`src/sv/rcdf_pkg.sv`:
```
// rcdf_pkg: shared types and constants for the recent code duplicate filter.
// No dependencies; imported by every module of the block.
`timescale 1ns / 1ps

package rcdf_pkg;

    // Field widths
    localparam int CODE_W  = 32;
    localparam int STAMP_W = 32;
    localparam int SLOT_W  = 4;
    localparam int OUT_W   = 8;

    // Defaults
    localparam int             ENTRIES_DEF  = 12;
    localparam logic [31:0]    WINDOW_RESET = 32'd3000;

    // Input action codes
    localparam logic ACT_CHECK = 1'b0;
    localparam logic ACT_STORE = 1'b1;

    // One table entry
    typedef struct packed {
        logic [CODE_W-1:0]  code;
        logic [STAMP_W-1:0] stamp;
    } entry_t;

    // Sequencer control toward the scan unit
    typedef struct packed {
        logic scan_en;
        logic first;
    } scan_ctl_t;

    typedef enum logic [1:0] {
        S_IDLE,
        S_SCAN,
        S_WRITE,
        S_FINISH
    } state_t;

endpackage

```
`src/sv/recent_code_duplicate_filter_unit.sv`:
```
// recent_code_duplicate_filter_unit: top level, ring of entry cells, scan unit, sequencer.
// Depends on rcdf_pkg, rcdf_cell, rcdf_scan.
`timescale 1ns / 1ps

// Channel     Dir   Width  Contents
// s_axis      in    64+1   tdata: code_value, now_ms; tuser: action
// m_axis      out   8      tdata: is_duplicate, slot_written
// window_wr   in    32     duplicate_window_ms write
//
// A check beat rotates the ring once past a single comparator, and a store beat
// rotates it a second time to drop the new entry into the oldest slot.
// Reset clears the table to zero and sets the window to 3000 ms.
// One beat is in work at a time; a result held by m_axis_tready stalls only the
// final step, and a new input beat is taken as soon as the result is registered.

module recent_code_duplicate_filter_unit #(
    parameter int ENTRIES = rcdf_pkg::ENTRIES_DEF
) (
    input  logic        clk,
    input  logic        rst_n,
    input  logic        s_axis_tvalid,
    output logic        s_axis_tready,
    input  logic [63:0] s_axis_tdata,   // [31:0] code_value, [63:32] now_ms
    input  logic        s_axis_tuser,   // [0] action
    output logic        m_axis_tvalid,
    input  logic        m_axis_tready,
    output logic [7:0]  m_axis_tdata,   // [0] is_duplicate, [4:1] slot_written, [7:5] zero
    input  logic        window_wr_en,
    input  logic [31:0] window_wr_data
);
    import rcdf_pkg::*;

    localparam int               IDX_W = (ENTRIES > 1) ? $clog2(ENTRIES) : 1;
    localparam logic [IDX_W-1:0] LAST  = IDX_W'(ENTRIES - 1);

    state_t              state_reg, state_next;
    logic [IDX_W-1:0]    step_reg, step_next;
    logic                act_reg;
    logic [CODE_W-1:0]   code_reg;
    logic [STAMP_W-1:0]  now_reg;
    logic [31:0]         window_reg;
    logic                m_valid_reg;
    logic [OUT_W-1:0]    m_data_reg;

    logic                shift_en;
    logic                ld_in;
    logic                ld_out;
    logic                out_free;
    scan_ctl_t           ctl;
    logic                hit;
    logic [IDX_W-1:0]    best_idx;
    logic [SLOT_W-1:0]   slot_out;
    entry_t              ring_in  [ENTRIES];
    entry_t              ring_out [ENTRIES];
    entry_t              new_entry;

    // Ring of cells rotating toward index 0; cell 0 holds entry "step"
    assign new_entry.code  = code_reg;
    assign new_entry.stamp = now_reg;

    genvar gi;
    generate
        for (gi = 0; gi < ENTRIES; gi++)
        begin : g_cell
            if (gi == ENTRIES - 1)
            begin : g_tail
                // Second pass of a store replaces the oldest entry as it wraps
                assign ring_in[gi] = (state_reg == S_WRITE && step_reg == best_idx)
                                     ? new_entry : ring_out[0];
            end
            else
            begin : g_body
                assign ring_in[gi] = ring_out[gi + 1];
            end

            rcdf_cell u_cell (
                .clk      (clk),
                .rst_n    (rst_n),
                .shift_en (shift_en),
                .din      (ring_in[gi]),
                .dout     (ring_out[gi])
            );
        end
    endgenerate

    // Comparator at the ring head
    assign ctl.scan_en = (state_reg == S_SCAN);
    assign ctl.first   = (step_reg == '0);

    rcdf_scan #(
        .IDX_W (IDX_W)
    ) u_scan (
        .clk      (clk),
        .rst_n    (rst_n),
        .ctl      (ctl),
        .step     (step_reg),
        .head     (ring_out[0]),
        .code     (code_reg),
        .now      (now_reg),
        .window   (window_reg),
        .hit      (hit),
        .best_idx (best_idx)
    );

    // Sequencer
    assign out_free      = !m_valid_reg || m_axis_tready;
    assign s_axis_tready = (state_reg == S_IDLE);

    always_comb
    begin
        state_next = state_reg;
        step_next  = step_reg;
        shift_en   = 1'b0;
        ld_in      = 1'b0;
        ld_out     = 1'b0;
        case (state_reg)
            S_IDLE:
            begin
                if (s_axis_tvalid)
                begin
                    ld_in      = 1'b1;
                    step_next  = '0;
                    state_next = S_SCAN;
                end
            end
            S_SCAN:
            begin
                shift_en = 1'b1;
                if (step_reg == LAST)
                begin
                    step_next  = '0;
                    state_next = (act_reg == ACT_STORE) ? S_WRITE : S_FINISH;
                end
                else
                begin
                    step_next = step_reg + 1'b1;
                end
            end
            S_WRITE:
            begin
                shift_en = 1'b1;
                if (step_reg == LAST)
                begin
                    step_next  = '0;
                    state_next = S_FINISH;
                end
                else
                begin
                    step_next = step_reg + 1'b1;
                end
            end
            S_FINISH:
            begin
                if (out_free)
                begin
                    ld_out     = 1'b1;
                    state_next = S_IDLE;
                end
            end
            default:
            begin
                state_next = S_IDLE;
            end
        endcase
    end

    always_ff @(posedge clk or negedge rst_n)
    begin
        if (!rst_n)
        begin
            state_reg <= S_IDLE;
            step_reg  <= '0;
        end
        else
        begin
            state_reg <= state_next;
            step_reg  <= step_next;
        end
    end

    // Input beat capture
    always_ff @(posedge clk)
    begin
        if (ld_in)
        begin
            act_reg  <= s_axis_tuser;
            code_reg <= s_axis_tdata[31:0];
            now_reg  <= s_axis_tdata[63:32];
        end
    end

    // Window register
    always_ff @(posedge clk or negedge rst_n)
    begin
        if (!rst_n)
        begin
            window_reg <= WINDOW_RESET;
        end
        else if (window_wr_en)
        begin
            window_reg <= window_wr_data;
        end
    end

    // Output register
    assign slot_out = SLOT_W'(best_idx);

    always_ff @(posedge clk or negedge rst_n)
    begin
        if (!rst_n)
        begin
            m_valid_reg <= 1'b0;
        end
        else if (ld_out)
        begin
            m_valid_reg <= 1'b1;
        end
        else if (m_axis_tready)
        begin
            m_valid_reg <= 1'b0;
        end
    end

    always_ff @(posedge clk)
    begin
        if (ld_out)
        begin
            if (act_reg == ACT_STORE)
            begin
                m_data_reg <= {3'b000, slot_out, 1'b0};
            end
            else
            begin
                m_data_reg <= {3'b000, {SLOT_W{1'b0}}, hit};
            end
        end
    end

    assign m_axis_tvalid = m_valid_reg;
    assign m_axis_tdata  = m_data_reg;

endmodule

```
`src/sv/rcdf_cell.sv`:
```
// rcdf_cell: one table entry of the rotating ring (code and timestamp).
// Depends on rcdf_pkg.
`timescale 1ns / 1ps

module rcdf_cell (
    input  logic            clk,
    input  logic            rst_n,
    input  logic            shift_en,
    input  rcdf_pkg::entry_t din,
    output rcdf_pkg::entry_t dout
);
    import rcdf_pkg::*;

    entry_t entry_reg;

    // Take the neighbor's entry on every shift
    always_ff @(posedge clk or negedge rst_n)
    begin
        if (!rst_n)
        begin
            entry_reg <= '0;
        end
        else if (shift_en)
        begin
            entry_reg <= din;
        end
    end

    assign dout = entry_reg;

endmodule

```
`src/sv/rcdf_scan.sv`:
```
// rcdf_scan: compares the entry at the ring head against the item, one per cycle.
// Tracks the duplicate hit and the oldest slot. Depends on rcdf_pkg.
`timescale 1ns / 1ps

module rcdf_scan #(
    parameter int IDX_W = 4
) (
    input  logic                         clk,
    input  logic                         rst_n,
    input  rcdf_pkg::scan_ctl_t          ctl,
    input  logic [IDX_W-1:0]             step,
    input  rcdf_pkg::entry_t             head,
    input  logic [rcdf_pkg::CODE_W-1:0]  code,
    input  logic [rcdf_pkg::STAMP_W-1:0] now,
    input  logic [31:0]                  window,
    output logic                         hit,
    output logic [IDX_W-1:0]             best_idx
);
    import rcdf_pkg::*;

    logic               hit_reg, hit_next;
    logic [STAMP_W-1:0] best_stamp_reg, best_stamp_next;
    logic [IDX_W-1:0]   best_idx_reg, best_idx_next;
    logic [STAMP_W-1:0] age;
    logic               match;
    logic               older;

    // Per-entry compare: age is modulo 2^32
    always_comb
    begin
        age   = now - head.stamp;
        match = (head.code == code) && (age < window);
        older = ctl.first || (head.stamp < best_stamp_reg);

        hit_next        = hit_reg;
        best_stamp_next = best_stamp_reg;
        best_idx_next   = best_idx_reg;
        if (ctl.scan_en)
        begin
            hit_next = (ctl.first ? 1'b0 : hit_reg) | match;
            if (older)
            begin
                best_stamp_next = head.stamp;
                best_idx_next   = step;
            end
        end
    end

    always_ff @(posedge clk or negedge rst_n)
    begin
        if (!rst_n)
        begin
            hit_reg        <= 1'b0;
            best_stamp_reg <= '0;
            best_idx_reg   <= '0;
        end
        else
        begin
            hit_reg        <= hit_next;
            best_stamp_reg <= best_stamp_next;
            best_idx_reg   <= best_idx_next;
        end
    end

    assign hit      = hit_reg;
    assign best_idx = best_idx_reg;

endmodule
```
`config.mk`:
```
export PLATFORM = sky130hd
export DESIGN_NAME = recent_code_duplicate_filter_unit
export DESIGN_NICKNAME = d
export VERILOG_FILES = /design/src/sv/rcdf_pkg.sv /design/src/sv/recent_code_duplicate_filter_unit.sv /design/src/sv/rcdf_cell.sv /design/src/sv/rcdf_scan.sv
export SDC_FILE = /design/constraint.sdc
export NUM_CORES = 2
export LEC_CHECK = 0
export ABC_AREA = 1
export BUFFER_PORTS_ARGS = -buffer_cell sky130_fd_sc_hd__buf_2
export CAP_MARGIN = 20
export CORE_UTILIZATION = 32
export CTS_CLUSTER_DIAMETER = 60
export DETAILED_ROUTE_END_ITERATION = 7
export PLACE_DENSITY = 0.56
export SETUP_SLACK_MARGIN = 0.2
export SYNTH_ARGS = -nofsm -noshare
export SYNTH_HDL_FRONTEND = slang
export SYNTH_SLANG_ARGS = --single-unit
```
`constraint.sdc`:
```
create_clock -name clk -period 3.4 [get_ports clk]
set_input_delay 0.34 -clock clk [delete_from_list [all_inputs] [get_ports clk]]
set_output_delay 0.34 -clock clk [all_outputs]
set_load 0.02 [all_outputs]
```
# == Yosys cells after proc, flatten, opt, wreduce, memory -nomap -nowiden ==
# Index checks and enable logic that the tools add are counted.
# W data, S select, Z words.
# word_totals
output_inout_bits,10
latch_bits,0
ram_bits,0
rom_bits,0
regBits,917
mem_count,0
# classes
bitwise_logic,1
shift,0
eq_ne,10
muxes,18
n_mul,0
addsub,2
n_div,0
n_reduce_logical,13
n_lt_le_gt_ge,2
# ops
cell,count
$lt A32 B32 Y1,2
$mux W64,1
$eq A32 B32 Y1,1
$sub A32 B32 Y32,1
$mux W1,9
$mux W2,4
$mux W4,2
$pmux W2 S4,1
$pmux W4 S2,1
$add A4 B1 Y4 const B,1
$eq A2 B2 Y1 const B,2
$eq A4 B4 Y1,1
$eq A4 B4 Y1 const B,1
$logic_not A4 Y1,1
$ne A2 B1 Y1 const B,2
$ne A2 B2 Y1 const B,2
$reduce_and A2 Y1,2
$reduce_and A4 Y1,1
$reduce_bool A2 Y1,2
$eq A2 B1 Y1 const B,1
$logic_and A1 B1 Y1,2
$logic_not A2 Y1,1
$logic_or A1 B1 Y1,2
$reduce_or A2 Y1,1
other kinds (2),2

# == Depth between registers and ports, before layout ==
# logic_depth
word_depth,5
mapped_depth,22

# == Hierarchy ==
# From an unflattened synthesis, not the netlist that was laid out.
# hier_totals
hier_cells,4562
area_unflattened_um2,40116.0
# by_module_without_submodules
mod,area_per_inst_um2,cells_per_inst,seq_area_each_um2,n_inst
rcdf_cell,2446.1,270,1601.5,12
rcdf_scan,5552.8,870,925.9,1
recent_code_duplicate_filter_unit,5210.0,452,3086.7,1

# == Worst setup path after synthesis ==
# Ideal clock, no wire load.
# synth_path
kind,register to register
startpoint,register now_reg[0]
endpoint,register u_scan.hit_reg (netlist: u_scan.hit)
n_path_buf,0
setup_time_ns,0.116
path_stages_with_launch,23
setup_slack_ns,0.661
synth_period_minus_slack_ns,2.739
t_arrival_ns,2.623
t_required_ns,3.284
path_cell_list,edfxtp_1 -> inv_1 -> ha_1 -> inv_1 -> fa_1 -> nand3_1 -> nand3_1 -> a21oi_2 -> o21ai_2 -> a21oi_1 -> inv_1 -> nand2_1 -> nand2_1 -> ha_1 -> nand2_1 -> inv_1 -> nand3_1 -> nor3_1 -> nand2_1 -> nand2_1 -> nand2_1 -> nand2_1 -> nand2_1
# synth_via
elab_chain_cells,4
# synth_lines
item,line_no,rtl
"start, declared",recent_code_duplicate_filter_unit.sv:40,logic [STAMP_W-1:0] now_reg;
"start signal, assigned",recent_code_duplicate_filter_unit.sv:188,now_reg <= s_axis_tdata[63:32];
$sub A32 B32 Y32,rcdf_scan.sv:31,age = now - head.stamp;
$lt A32 B32 Y1,rcdf_scan.sv:32,match = (head.code == code) && (age < window);
$logic_and A1 B1 Y1,rcdf_scan.sv:32,
$or A1 B1 Y1,rcdf_scan.sv:40,hit_next = (ctl.first ? 1'b0 : hit_reg) | match;
"end signal, assigned",rcdf_scan.sv:59,hit_reg <= hit_next;
"end, declared",rcdf_scan.sv:21,"logic hit_reg, hit_next;"
# Every way passes these cells.
# A chain may end at the register's enable or synchronous reset.

# == Worst setup path after layout ==
# layout_path
startpoint,"register g_cell[0].u_cell.entry_reg, in the netlist g_cell[0].u_cell.dout[24]"
endpoint,register u_scan.hit_reg (netlist: u_scan.hit)
# layout_via
elab_chain_cells,4
# layout_lines
item,line_no,rtl
"start, declared",rcdf_cell.sv:14,entry_t entry_reg;
"start signal, assigned",rcdf_cell.sv:25,entry_reg <= din;
$sub A32 B32 Y32,rcdf_scan.sv:31,
$lt A32 B32 Y1,rcdf_scan.sv:32,
$logic_and A1 B1 Y1,rcdf_scan.sv:32,
$or A1 B1 Y1,rcdf_scan.sv:40,
# Every way passes these cells.

==> reports/results.txt <==
initial core utilization - 32.45%
Final ANT Viol Nets - 0
Worst Path Arrival - 3.67 ns
top cells by area, synth - dfrtp_1, nand2_1, o21ai_0
Die H - 346.0 um
status - completed
Synth warnings - 0
required time worst endpoint - 4.02 ns
drt initial violations - 1918
clock buffer depth - 3
Fin. Hold Viols - 0
critical path launch point type - register
max-cap violation count - 0
Max Fanout on Critical Path - 5
RSZ-0062 raised after global routing - false
GRT Util Overall - 13.92%
slew of the pin with the lowest slew margin - 0.8895 ns
TritonCTS buffer count - 98
TritonCTS Sinks - 914
die width - 346.0 um
Cell Area, Synth - 37870 um^2
first-pass GRT wire length - 137300 um
period utilisation layout - 89.86%
Max H-tree Level - 3
port bufs - 108
Core ar. - 116700 um^2
Avg Cell Area, Syn - 9.290 um^2
Clock Skews - 0.03378 ns
GP Congestion - 0.8596
HPWL after detailed placement - 52890 um
final wirelength - 82450 um
TritonRoute pass-1 iters - 5
Routed wire per std cell - 14.11 um
final setup margin - 0.3448 ns
Syn Inst Count - 4076
fin crit period - 3.055 ns
Seq/Total Area, Yosys - 61.35%
Clk pin slew, worst setup/hold paths - 0.06 ns
Slew Viols, Final - 0
Pleak - 20.18 nW
worst vdd ir - 0.7301 mV
Slew HR - 40.70%
Setup violations, final - 0
Final #Nets - 4437
Worst setup EP type - register
class of the worst hold path - in -> reg
max reg flops - 768
setup TNS - 0 ns
vias - 26260
largest net degree at the start of global routing - 198
Setup Slack @ Placement - 0.2133 ns
num rows - 125
initial antenna violation count - 1
FILL cells - 11630
vias in the first global route - 25560
Clock Latency Late Sink - 0.67 ns
CTS tree - built
fraction of layout cells with a size suffix above 1 - 9.055%
Remaining DRCs - 0
Power Density - 930.3 nW/um^2
Crit Path Class - reg -> reg
Yosys top cell by area - dfrtp_1
Max Freq - 327.3 MHz
Synth Register Bits - 914
clock root cell - clkbuf_16
Syn-to-layout area delta - 17.73%
full die area - 119700 um^2
grt ovf - 0
Synth top area share - 55.31%
vias per cell - 4.494
I/O pins - 112
Netlist cell types - 38
## through the flow
stage | power [mW] | instances | utilization, % | hold WS (ns) | area [um^2]
2_1_floorplan | 26.77 | 4078 | - | 0.04441 | 37870
3_3_place_gp | 30.74 | 5558 | 34.40 | 0.3919 | 40130
3_5_place_dp | 30.99 | 5558 | 34.40 | 0.3942 | 40130
4_1_cts | 41.90 | 5840 | 38.01 | 0.06810 | 44350
5_1_grt | 44.90 | 5842 | 38.21 | 0.1356 | 44580
6_report | 41.47 | 5843 | 38.21 | 0.1127 | 44580
## cell families after synthesis
kind of cell	count (synthesis)	share of synthesized area, %
simple gates	1293	13.26
compound gates	998	13.34
flops	914	61.35
buf+inv	726	7.689
fa+ha+maj	100	3.324
xor+xnor	43	0.9946
other cells	1	0.009903
mux	1	0.02974
## cell usage in the layout (no fill, tap or decap), drive strengths merged, types with 3 or more instances in the layout
| cell | instances |
|---|---|
| bufinv | 4 |
| dfstp | 7 |
| dfrtp | 837 |
| inv | 530 |
| a21oi | 134 |
| clkinv | 19 |
| nor2 | 56 |
| nor3 | 18 |
| edfxtp | 70 |
| dlygate4sd3 | 99 |
| o21ai | 845 |
| nor4 | 4 |
| nand2 | 1132 |
| xor2 | 23 |
| buf | 163 |
| nand4 | 12 |
| ha | 99 |
| o211ai | 3 |
| o21bai | 6 |
| xnor2 | 20 |
| nand3 | 70 |
| clkbuf | 149 |
| conb | 3 |
## cell usage after synthesis, drive strengths merged
library cell	number
nand2	1132
edfxtp	70
dfrtp	837
conb	1
nor2	56
o2bb2ai	1
o22ai	1
clkbuf	101
o21bai	6
a41oi	1
nand4	12
fa	1
a21o	1
inv	521
nor3	18
a211oi	1
buf	104
xor2	23
nand3	70
mux2	1
dfstp	7
nor4	4
a21oi	134
o211ai	3
o21a	2
o21ai	845
a31oi	2
xnor2	20
ha	99
a21boi	1
or2	1
## final timing paths
path | cells after the start | slack (ns) | to | startpoint
min | 5 | 0.11 | step_reg[1] | s_axis_tvalid
max in group asynchronous | 3 | 2.11 | g_cell[6].u_cell.dout[38] | rst_n
min reg2reg | 2 | 0.45 | g_cell[1].u_cell.dout[9] | g_cell[2].u_cell.dout[9]
max | 17 | 0.34 | u_scan.hit | g_cell[0].u_cell.dout[24]
max reg2reg | 17 | 0.34 | u_scan.hit | g_cell[0].u_cell.dout[24]
min in group asynchronous | 2 | 0.27 | g_cell[4].u_cell.dout[1] | rst_n
## where the power goes
part | internal (mW) | switching [mW]
logic | 4.36 | 10.7
clock network | 6.11 | 4.48
registers | 14.4 | 1.41
## cell type report
class	count	area [um^2]	area share, %
Sequential cell	914	23230	52.11
Multi-Input combinational cell	2438	11960	26.83
Clock buffer	149	2834	6.357
Timing Repair Buffer	262	2292	5.142
Inverter	521	1964	4.406
Tap cell	1524	1907	4.277
Clock inverter	34	386.6	0.8672
Antenna cell	1	2.502	0.005613
## worst max-delay path, cell delays in order (launching register included)
cell	delay, ns
dfrtp_1	0.38
inv_1	0.09
ha_2	0.42
nand2_1	0.09
inv_1	0.08
nand3_1	0.13
nor4_2	0.30
nand3_2	0.15
nand3_1	0.09
nand2_1	0.06
ha_1	0.31
nand2_2	0.10
nand3_1	0.09
nor3_2	0.21
nand3_2	0.14
nor3_2	0.21
nand2_1	0.07
nand2_1	0.06
## what timing repair did
action,in CTS,in global routing
endpoints found under the hold margin,162,0
setup endpoints to repair,1,1
setup buffers,0,2
resized for setup,1,57
hold buffers,99,0
pin swaps,0,6
## routing by layer
layer  GRT usage [%]  vias up  share of wire (%)
met5               0        -                  0
met4           4.154        0                2.1
met3           1.944      107                3.4
met2           20.69      350                 43
met1           20.90    12490                 51
li1                -    13310                  -
Power figures use the tool's default switching activity.
